==> src/rtl/core/bpd_pkg.sv <==
// Shared types and constants of the button press duration classifier.
// No dependencies; imported by every module of the block.
package bpd_pkg;

    localparam int COUNT_W   = 8;
    localparam int IN_FIELDS = 3;
    localparam int CFG_IDX_W = 8;

    localparam logic [COUNT_W-1:0] COUNT_MAX = {COUNT_W{1'b1}};

    localparam logic [CFG_IDX_W-1:0] REG_SHORT_MIN = CFG_IDX_W'(0);
    localparam logic [CFG_IDX_W-1:0] REG_LONG      = CFG_IDX_W'(1);

    localparam logic [COUNT_W-1:0] SHORT_MIN_RESET = COUNT_W'(1);
    localparam logic [COUNT_W-1:0] LONG_RESET      = COUNT_W'(10);

    typedef enum logic [1:0] {
        CLS_OFF   = 2'd0,
        CLS_SHORT = 2'd1,
        CLS_LONG  = 2'd2,
        CLS_XLONG = 2'd3
    } press_class_t;

    typedef struct packed {
        logic [COUNT_W-1:0] short_min;
        logic [COUNT_W-1:0] long_lim;
    } limits_t;

    typedef struct packed {
        logic         held;
        press_class_t cls_cur;
        press_class_t cls_next;
        logic         changed;
    } lane_result_t;

    typedef struct packed {
        press_class_t [IN_FIELDS-1:0] cls;
        logic                         any_pressed;
        logic                         notify;
    } result_word_t;

endpackage

==> src/rtl/core/bpd_lane.sv <==
// One button lane: hold counter and press class, updated once per accepted word.
// Depends on bpd_pkg.
module bpd_lane
    import bpd_pkg::*;
(
    input  logic         clk,
    input  logic         rst_n,
    input  logic         advance,
    input  logic         held,
    input  limits_t      limits,
    output lane_result_t result
);

    logic [COUNT_W-1:0] count_reg;
    logic [COUNT_W-1:0] count_next;
    press_class_t       class_reg;
    press_class_t       class_next;
    logic [COUNT_W-1:0] count_inc;

    always_comb
    begin
        count_inc = (count_reg == COUNT_MAX) ? COUNT_MAX : count_reg + COUNT_W'(1);
        if (held)
        begin
            count_next = count_inc;
            if (class_reg == CLS_LONG)
                class_next = CLS_XLONG;
            else if (class_reg != CLS_XLONG && count_inc > limits.long_lim)
                class_next = CLS_LONG;
            else
                class_next = class_reg;
        end
        else
        begin
            count_next = '0;
            if (count_reg > limits.short_min && count_reg < limits.long_lim)
                class_next = CLS_SHORT;
            else
                class_next = CLS_OFF;
        end
    end

    always_ff @(posedge clk or negedge rst_n)
    begin
        if (!rst_n)
        begin
            count_reg <= '0;
            class_reg <= CLS_OFF;
        end
        else if (advance)
        begin
            count_reg <= count_next;
            class_reg <= class_next;
        end
    end

    assign result.held     = held;
    assign result.cls_cur  = class_reg;
    assign result.cls_next = class_next;
    assign result.changed  = (class_next != class_reg);

endmodule

==> src/rtl/core/bpd_merge.sv <==
// Merge stage: combines the lane results into one result word and holds it
// in an output register with a skid entry. Depends on bpd_pkg.
module bpd_merge
    import bpd_pkg::*;
#(
    parameter int NUM_BUTTONS = 3
)
(
    input  logic                          clk,
    input  logic                          rst_n,
    input  logic                          accept,
    input  lane_result_t [NUM_BUTTONS-1:0] lanes,
    output logic                          full,
    output logic                          out_valid,
    input  logic                          out_stall,
    output result_word_t                  out_word
);

    result_word_t word_next;
    result_word_t out_reg;
    result_word_t skid_reg;
    logic         out_valid_reg;
    logic         skid_valid_reg;
    logic         any_held;
    logic         any_changed;
    logic         take_out;

    always_comb
    begin
        any_held    = 1'b0;
        any_changed = 1'b0;
        for (int i = 0; i < NUM_BUTTONS; i++)
        begin
            any_held    = any_held | lanes[i].held;
            any_changed = any_changed | lanes[i].changed;
        end
    end

    for (genvar i = 0; i < IN_FIELDS; i++)
    begin : g_field
        if (i < NUM_BUTTONS)
        begin : g_lane
            assign word_next.cls[i] = lanes[i].cls_next;
        end
        else
        begin : g_none
            assign word_next.cls[i] = CLS_OFF;
        end
    end

    assign word_next.any_pressed = any_held;
    assign word_next.notify      = any_changed | ~any_held;

    assign take_out = out_valid_reg & ~out_stall;

    // advance the output register, park a word in the skid entry when stalled
    always_ff @(posedge clk or negedge rst_n)
    begin
        if (!rst_n)
        begin
            out_valid_reg  <= 1'b0;
            skid_valid_reg <= 1'b0;
        end
        else if (skid_valid_reg)
        begin
            if (take_out)
                skid_valid_reg <= 1'b0;
        end
        else if (accept)
        begin
            if (!out_valid_reg || take_out)
                out_valid_reg <= 1'b1;
            else
                skid_valid_reg <= 1'b1;
        end
        else if (take_out)
        begin
            out_valid_reg <= 1'b0;
        end
    end

    always_ff @(posedge clk)
    begin
        if (skid_valid_reg)
        begin
            if (take_out)
                out_reg <= skid_reg;
        end
        else if (accept)
        begin
            if (!out_valid_reg || take_out)
                out_reg <= word_next;
            else
                skid_reg <= word_next;
        end
    end

    assign full      = skid_valid_reg;
    assign out_valid = out_valid_reg;
    assign out_word  = out_reg;

endmodule

==> src/rtl/core/button_press_duration_classifier.sv <==
// Button press duration classifier: one result word per sampling word.
// Throughput 1 word per cycle while item_stall is low; the result word is registered in the merge stage.
// Every button lane updates its counter and class in the accepting cycle; the
// merge stage registers the word, with one skid entry to absorb output stalls.
// Reset (rst_n low, asynchronous) clears counters, classes and valid flags and
// loads short_min_count = 1, long_count = 10.
module button_press_duration_classifier
    import bpd_pkg::*;
#(
    parameter int NUM_BUTTONS = 3
)
(
    input  logic                 clk,
    input  logic                 rst_n,
    input  logic                 item_valid,
    output logic                 item_stall,
    input  logic                 up_pressed,
    input  logic                 center_pressed,
    input  logic                 down_pressed,
    output logic                 result_valid,
    input  logic                 result_stall,
    output logic [1:0]           up_class,
    output logic [1:0]           center_class,
    output logic [1:0]           down_class,
    output logic                 any_pressed,
    output logic                 notify,
    input  logic                 cfg_valid,
    output logic                 cfg_ready,
    input  logic [CFG_IDX_W-1:0] cfg_index,
    input  logic [COUNT_W-1:0]   cfg_data
);

    limits_t                        limits_reg;
    logic                           accept;
    logic                           merge_full;
    logic [IN_FIELDS-1:0]           pressed_vec;
    lane_result_t [NUM_BUTTONS-1:0] lanes;
    result_word_t                   out_word;

    assign cfg_ready = 1'b1;

    always_ff @(posedge clk or negedge rst_n)
    begin
        if (!rst_n)
        begin
            limits_reg.short_min <= SHORT_MIN_RESET;
            limits_reg.long_lim  <= LONG_RESET;
        end
        else if (cfg_valid && cfg_ready)
        begin
            case (cfg_index)
                REG_SHORT_MIN: limits_reg.short_min <= cfg_data;
                REG_LONG:      limits_reg.long_lim  <= cfg_data;
                default:       ;
            endcase
        end
    end

    assign item_stall  = merge_full;
    assign accept      = item_valid & ~item_stall;
    assign pressed_vec = {down_pressed, center_pressed, up_pressed};

    for (genvar i = 0; i < NUM_BUTTONS; i++)
    begin : g_lane
        logic held;
        if (i < IN_FIELDS)
        begin : g_driven
            assign held = pressed_vec[i];
        end
        else
        begin : g_idle
            assign held = 1'b0;
        end

        bpd_lane u_lane
        (
            .clk     (clk),
            .rst_n   (rst_n),
            .advance (accept),
            .held    (held),
            .limits  (limits_reg),
            .result  (lanes[i])
        );
    end

    bpd_merge #(
        .NUM_BUTTONS (NUM_BUTTONS)
    ) u_merge
    (
        .clk       (clk),
        .rst_n     (rst_n),
        .accept    (accept),
        .lanes     (lanes),
        .full      (merge_full),
        .out_valid (result_valid),
        .out_stall (result_stall),
        .out_word  (out_word)
    );

    assign up_class     = 2'(out_word.cls[0]);
    assign center_class = 2'(out_word.cls[1]);
    assign down_class   = 2'(out_word.cls[2]);
    assign any_pressed  = out_word.any_pressed;
    assign notify       = out_word.notify;

    a_stall_needs_result: assert property (@(posedge clk) disable iff (!rst_n)
        item_stall |-> result_valid)
        else $error("input stalled with no result pending");

    a_idle_notifies: assert property (@(posedge clk) disable iff (!rst_n)
        result_valid |-> (notify || any_pressed))
        else $error("result without press lacks notify");

    a_long_to_xlong: assert property (@(posedge clk) disable iff (!rst_n)
        (accept && lanes[0].held && lanes[0].cls_cur == CLS_LONG)
            |=> (lanes[0].cls_cur == CLS_XLONG))
        else $error("held long press did not become extra long");

endmodule

==> config.mk <==
export PLATFORM = sky130hd
export DESIGN_NAME = button_press_duration_classifier
export DESIGN_NICKNAME = d
export VERILOG_FILES = /design/src/rtl/core/bpd_pkg.sv /design/src/rtl/core/bpd_lane.sv /design/src/rtl/core/bpd_merge.sv /design/src/rtl/core/button_press_duration_classifier.sv
export SDC_FILE = /design/constraint.sdc
export NUM_CORES = 1
export LEC_CHECK = 0
export ABC_AREA = 0
export BUFFER_PORTS_ARGS = -buffer_cell sky130_fd_sc_hd__buf_2
export CORE_ASPECT_RATIO = 2
export CORE_UTILIZATION = 33
export CTS_BUF_LIST = sky130_fd_sc_hd__clkbuf_16
export DETAILED_ROUTE_END_ITERATION = 7
export HOLD_SLACK_MARGIN = 0.1
export PLACE_DENSITY = 0.6
export SLEW_MARGIN = 20
export SYNTH_ARGS = -nofsm -noshare
export SYNTH_HDL_FRONTEND = slang
export SYNTH_SLANG_ARGS = --single-unit
==> constraint.sdc <==
create_clock -name clk -period 4.5 [get_ports clk]
set_input_delay 0.9 -clock clk [delete_from_list [all_inputs] [get_ports clk]]
set_output_delay 0.9 -clock clk [all_outputs]
set_load 0.1 [all_outputs]
==> impl_metrics.sql <==
INSERT INTO impl_metrics (metric_group, metric, value, unit) VALUES
('layout', 'num-nets-final', '614', ''),
('timing', 'layout_min_cycle_time', '3.22', 'ns'),
('route', 'dr.first_iter.drc_count', '222', ''),
('route', 'drt_drc_violations_left', '0', ''),
('worst_setup_path', 'worst_setup_path_end_kind', 'flip-flop', ''),
('power', 'leakage_power_of_the_design', '0.00254', 'uW'),
('route', 'routedWlPerCell', '18.6', 'um'),
('timing', 'worst_clock_skew', '0.00814', 'ns'),
('global_routing', 'grt_first_pass_wirelength', '20200', 'um'),
('synthesis', 'mappedNetlistArea', '4600', 'sq um'),
('place', 'hpwl', '9690', 'um'),
('worst_setup_path', 'critPathMaxFanout', '7', ''),
('power', 'worst_ir_drop_vdd', '0.000232', 'V'),
('worst_setup_path', 'critical-path-top-cell-by-count', 'ha_1', ''),
('worst_setup_path', 'ff2ff_setup_slack', '1.28', 'ns'),
('place', 'gp_congestion', '0.930', ''),
('global_routing', 'antenna_found_initial', '0', ''),
('clocking', 'post-cts-setup-buffer-count', '0', ''),
('global_routing', 'vias_in_the_first_global_route', '3994', ''),
('synthesis', 'flop_and_latch_count_out_of_synthesis', '64', ''),
('timing', 'final-hold-violation-count', '0', ''),
('synthesis', 'post_synth_inst_count', '482', ''),
('min_path', 'hp-start', 'limits_reg[7]', ''),
('clocking', 'cts_repair_resize_count', '0', ''),
('place', 'port_buffers', '33', ''),
('clocking', 'ctsHoldBuffers', '0', ''),
('timing', 'grt_setup_unrepaired', 'false', ''),
('floorplan', 'placementRows', '60', ''),
('clocking', 'clkSinkCount', '64', ''),
('timing', 'total_of_endpoints_with_negative_setup_slack_in_the_final_report', '0', ''),
('synthesis', 'synthesis.nets', '578', ''),
('clocking', 'numCtsBuffers', '9', ''),
('min_path', 'hold_path_class', 'reg -> reg', ''),
('global_routing', 'grt_overflow_total', '0', ''),
('synthesis', 'yosysWarningCount', '0', ''),
('timing', 'totalNegativeSetupSlack', '0', 'ns'),
('floorplan', 'io_pins', '35', ''),
('power', 'design_power_total', '2730', 'uW'),
('global_routing', 'maximum_number_of_pins_on_one_net_before_global_route_repair', '49', ''),
('worst_setup_path', 'worst_stage_delay_on_the_critical_path', '0.44', 'ns'),
('outcome', 'outcome', 'finished clean', ''),
('worst_setup_path', 'startpoint_type', 'flip-flop', ''),
('worst_setup_path', 'r2r_end', 'u_merge.out_word[0]', ''),
('worst_setup_path', 'cpMaxStageDelayCell', 'dfrtp_1', ''),
('route', 'detail_route.vias_per_cell', '5.73', ''),
('place', 'dpl_cell_area', '4930', 'sq um'),
('route', 'number_of_detailed_route_iterations_in_the_first_pass', '5', ''),
('clocking', 'cts-htree-levels', '3', ''),
('worst_setup_path', 'cp_data_required_time', '4.57', 'ns'),
('timing', 'worstMarginPinSlew', '0.809', 'ns'),
('layout', 'final_cells', '678', ''),
('synthesis', 'synth-async-reset-ratio', '75.0', '%'),
('layout', 'num-fill-cells', '1374', ''),
('floorplan', 'initial_utilization', '34.0', '%'),
('synthesis', 'synth.lib_cells_used.distinct', '50', ''),
('floorplan', 'area_of_the_core', '13500', 'sq um'),
('layout', 'largest_register_ffs', '24', ''),
('global_routing', 'gr-usage-all-layers', '18.6', '%'),
('timing', 'slew-limit-headroom', '45.8', '%'),
('min_path', 'worstHoldEndpoint', 'limits_reg[7]', ''),
('floorplan', 'die_ar', '14400', 'sq um'),
('clocking', 'root_buffer', 'clkbuf_16', ''),
('worst_setup_path', 'path_class', 'reg -> reg', ''),
('timing', 'fmaxAchievable', '311', 'MHz'),
('synthesis', 'post_synth_edffs', '16', ''),
('route', 'wirelength', '12600', 'um'),
('timing', 'timing.final.max_slew_violations', '0', ''),
('timing', 'layout_worst_path_cycle_share', '71.5', '%'),
('synthesis', 'syn_area_per_cell', '9.54', 'sq um'),
('min_path', 'hold_path_depth', '1', ''),
('synthesis', 'fraction_of_the_yosys_area_taken_by_sequential_cells', '36.7', '%');
## stage by stage
stage	util (%)	hold slack (ns)	setup WS, ns
5_1_grt	38.5	0.520	0.991
2_1_floorplan	-	0.479	1.64
6_report	38.5	0.514	1.28
3_3_place_gp	36.5	0.490	1.38
3_5_place_dp	36.5	0.499	1.32
4_1_cts	38.5	0.514	1.31
## cell usage after synthesis (8+ instances only)
| master | n | area share, % |
|---|---|---|
| a22o_1 | 13 | 2.5 |
| a31oi_1 | 9 | 1.2 |
| and3_1 | 9 | 1.2 |
| inv_1 | 32 | 2.6 |
| ha_1 | 72 | 20 |
| dfrtp_1 | 45 | 24 |
| nor2b_1 | 8 | 1.1 |
| nand4_1 | 15 | 2.0 |
| clkbuf_1 | 8 | 0.65 |
| mux2_2 | 18 | 4.4 |
| xnor2_1 | 9 | 1.7 |
| nand2_1 | 45 | 3.7 |
| edfxtp_1 | 16 | 10 |
| nand3_1 | 16 | 1.7 |
| a21oi_1 | 45 | 4.9 |
| o21ai_0 | 29 | 3.2 |
| nor2_1 | 25 | 2.0 |
## report_power, final
part | switching, uW | leakage (uW) | internal, uW
clock | 251 | 0.000147 | 418
combinational | 803 | 0.00164 | 395
sequential | 116 | 0.000752 | 744
total | 1170 | 0.00254 | 1560
## placed cells by master (no fill, tap or decap), types with 2 or more instances in the layout
cell,synthesis,routed
ha_1,72,72
a21oi_1,45,45
nand2_1,45,45
dfrtp_1,45,45
inv_1,32,34
buf_2,0,33
o21ai_0,29,29
nor2_1,25,25
mux2_2,18,18
nand3_1,16,16
edfxtp_1,16,16
nand4_1,15,15
a22o_1,13,13
a31oi_1,9,9
and3_1,9,9
xnor2_1,9,9
clkbuf_16,0,9
nor2b_1,8,8
o211ai_1,7,7
o21a_1,7,7
o22ai_1,6,6
nand2b_1,4,4
nor3_1,4,4
mux2i_1,3,3
a21o_1,3,3
nor4_1,3,3
dfstp_2,3,3
buf_4,2,3
a2111oi_2,2,2
o22a_1,2,2
o221ai_1,2,2
clkinv_2,0,2
clkinv_1,0,2
## routing by layer
layer	part of all wire (%)	wire, um	GRT usage (%)
met2	54	6800	33.3
met5	0	0	0
met4	6.6	834	16.1
met1	35	4410	18.2
met3	4.4	551	3.02
## layout make-up
class / count / area [sq um] / area share [%]
Multi-Input combinational cell: 374 / 2740 / 52.6
Clock buffer: 9 / 225 / 4.32
Sequential cell: 64 / 1690 / 32.4
Timing Repair Buffer: 36 / 188 / 3.60
Clock inverter: 7 / 55.1 / 1.06
Inverter: 33 / 124 / 2.38
Tap cell: 155 / 194 / 3.72
## worst max path at each step
stage	start	end	slack, ns	cells past startpoint
2_1_floorplan	g_lane[1].u_lane.count_reg[1]	u_merge.out_word[0]	1.64	13
3_3_place_gp	g_lane[0].u_lane.count_reg[1]	u_merge.out_word[0]	1.38	11
3_5_place_dp	g_lane[0].u_lane.count_reg[1]	u_merge.out_word[0]	1.32	11
4_1_cts	g_lane[0].u_lane.count_reg[1]	u_merge.out_word[0]	1.31	11
5_1_grt	g_lane[2].u_lane.count_reg[1]	u_merge.out_word[0]	0.99	12
6_report	g_lane[0].u_lane.count_reg[1]	u_merge.out_word[0]	1.28	11
## critical path: cells and delay by family (launching register included)
kind	cells	cell delay (ns)
AO/OA/AOI/OAI	5	1.07
adder cells (fa/ha/maj)	2	0.55
flip-flops	1	0.44
AND/OR/NAND/NOR	4	0.89
## logic make-up (layout without fill, tap and decap cells)
| group | Yosys count | in the layout | share of synthesized area [%] |
|---|---|---|---|
| AOI/OAI and AO/OA | 133 | 133 | 18.3 |
| adders and majority gates | 72 | 72 | 19.6 |
| buffers and inverters | 44 | 85 | 3.78 |
| and+or+nand+nor | 137 | 137 | 14.6 |
| muxes | 21 | 21 | 5.06 |
| xor gates and xnor gates | 10 | 10 | 1.91 |
| other | 1 | 1 | 0.0816 |
| DFF | 64 | 64 | 36.7 |
(Power assumes the default switching activity.)
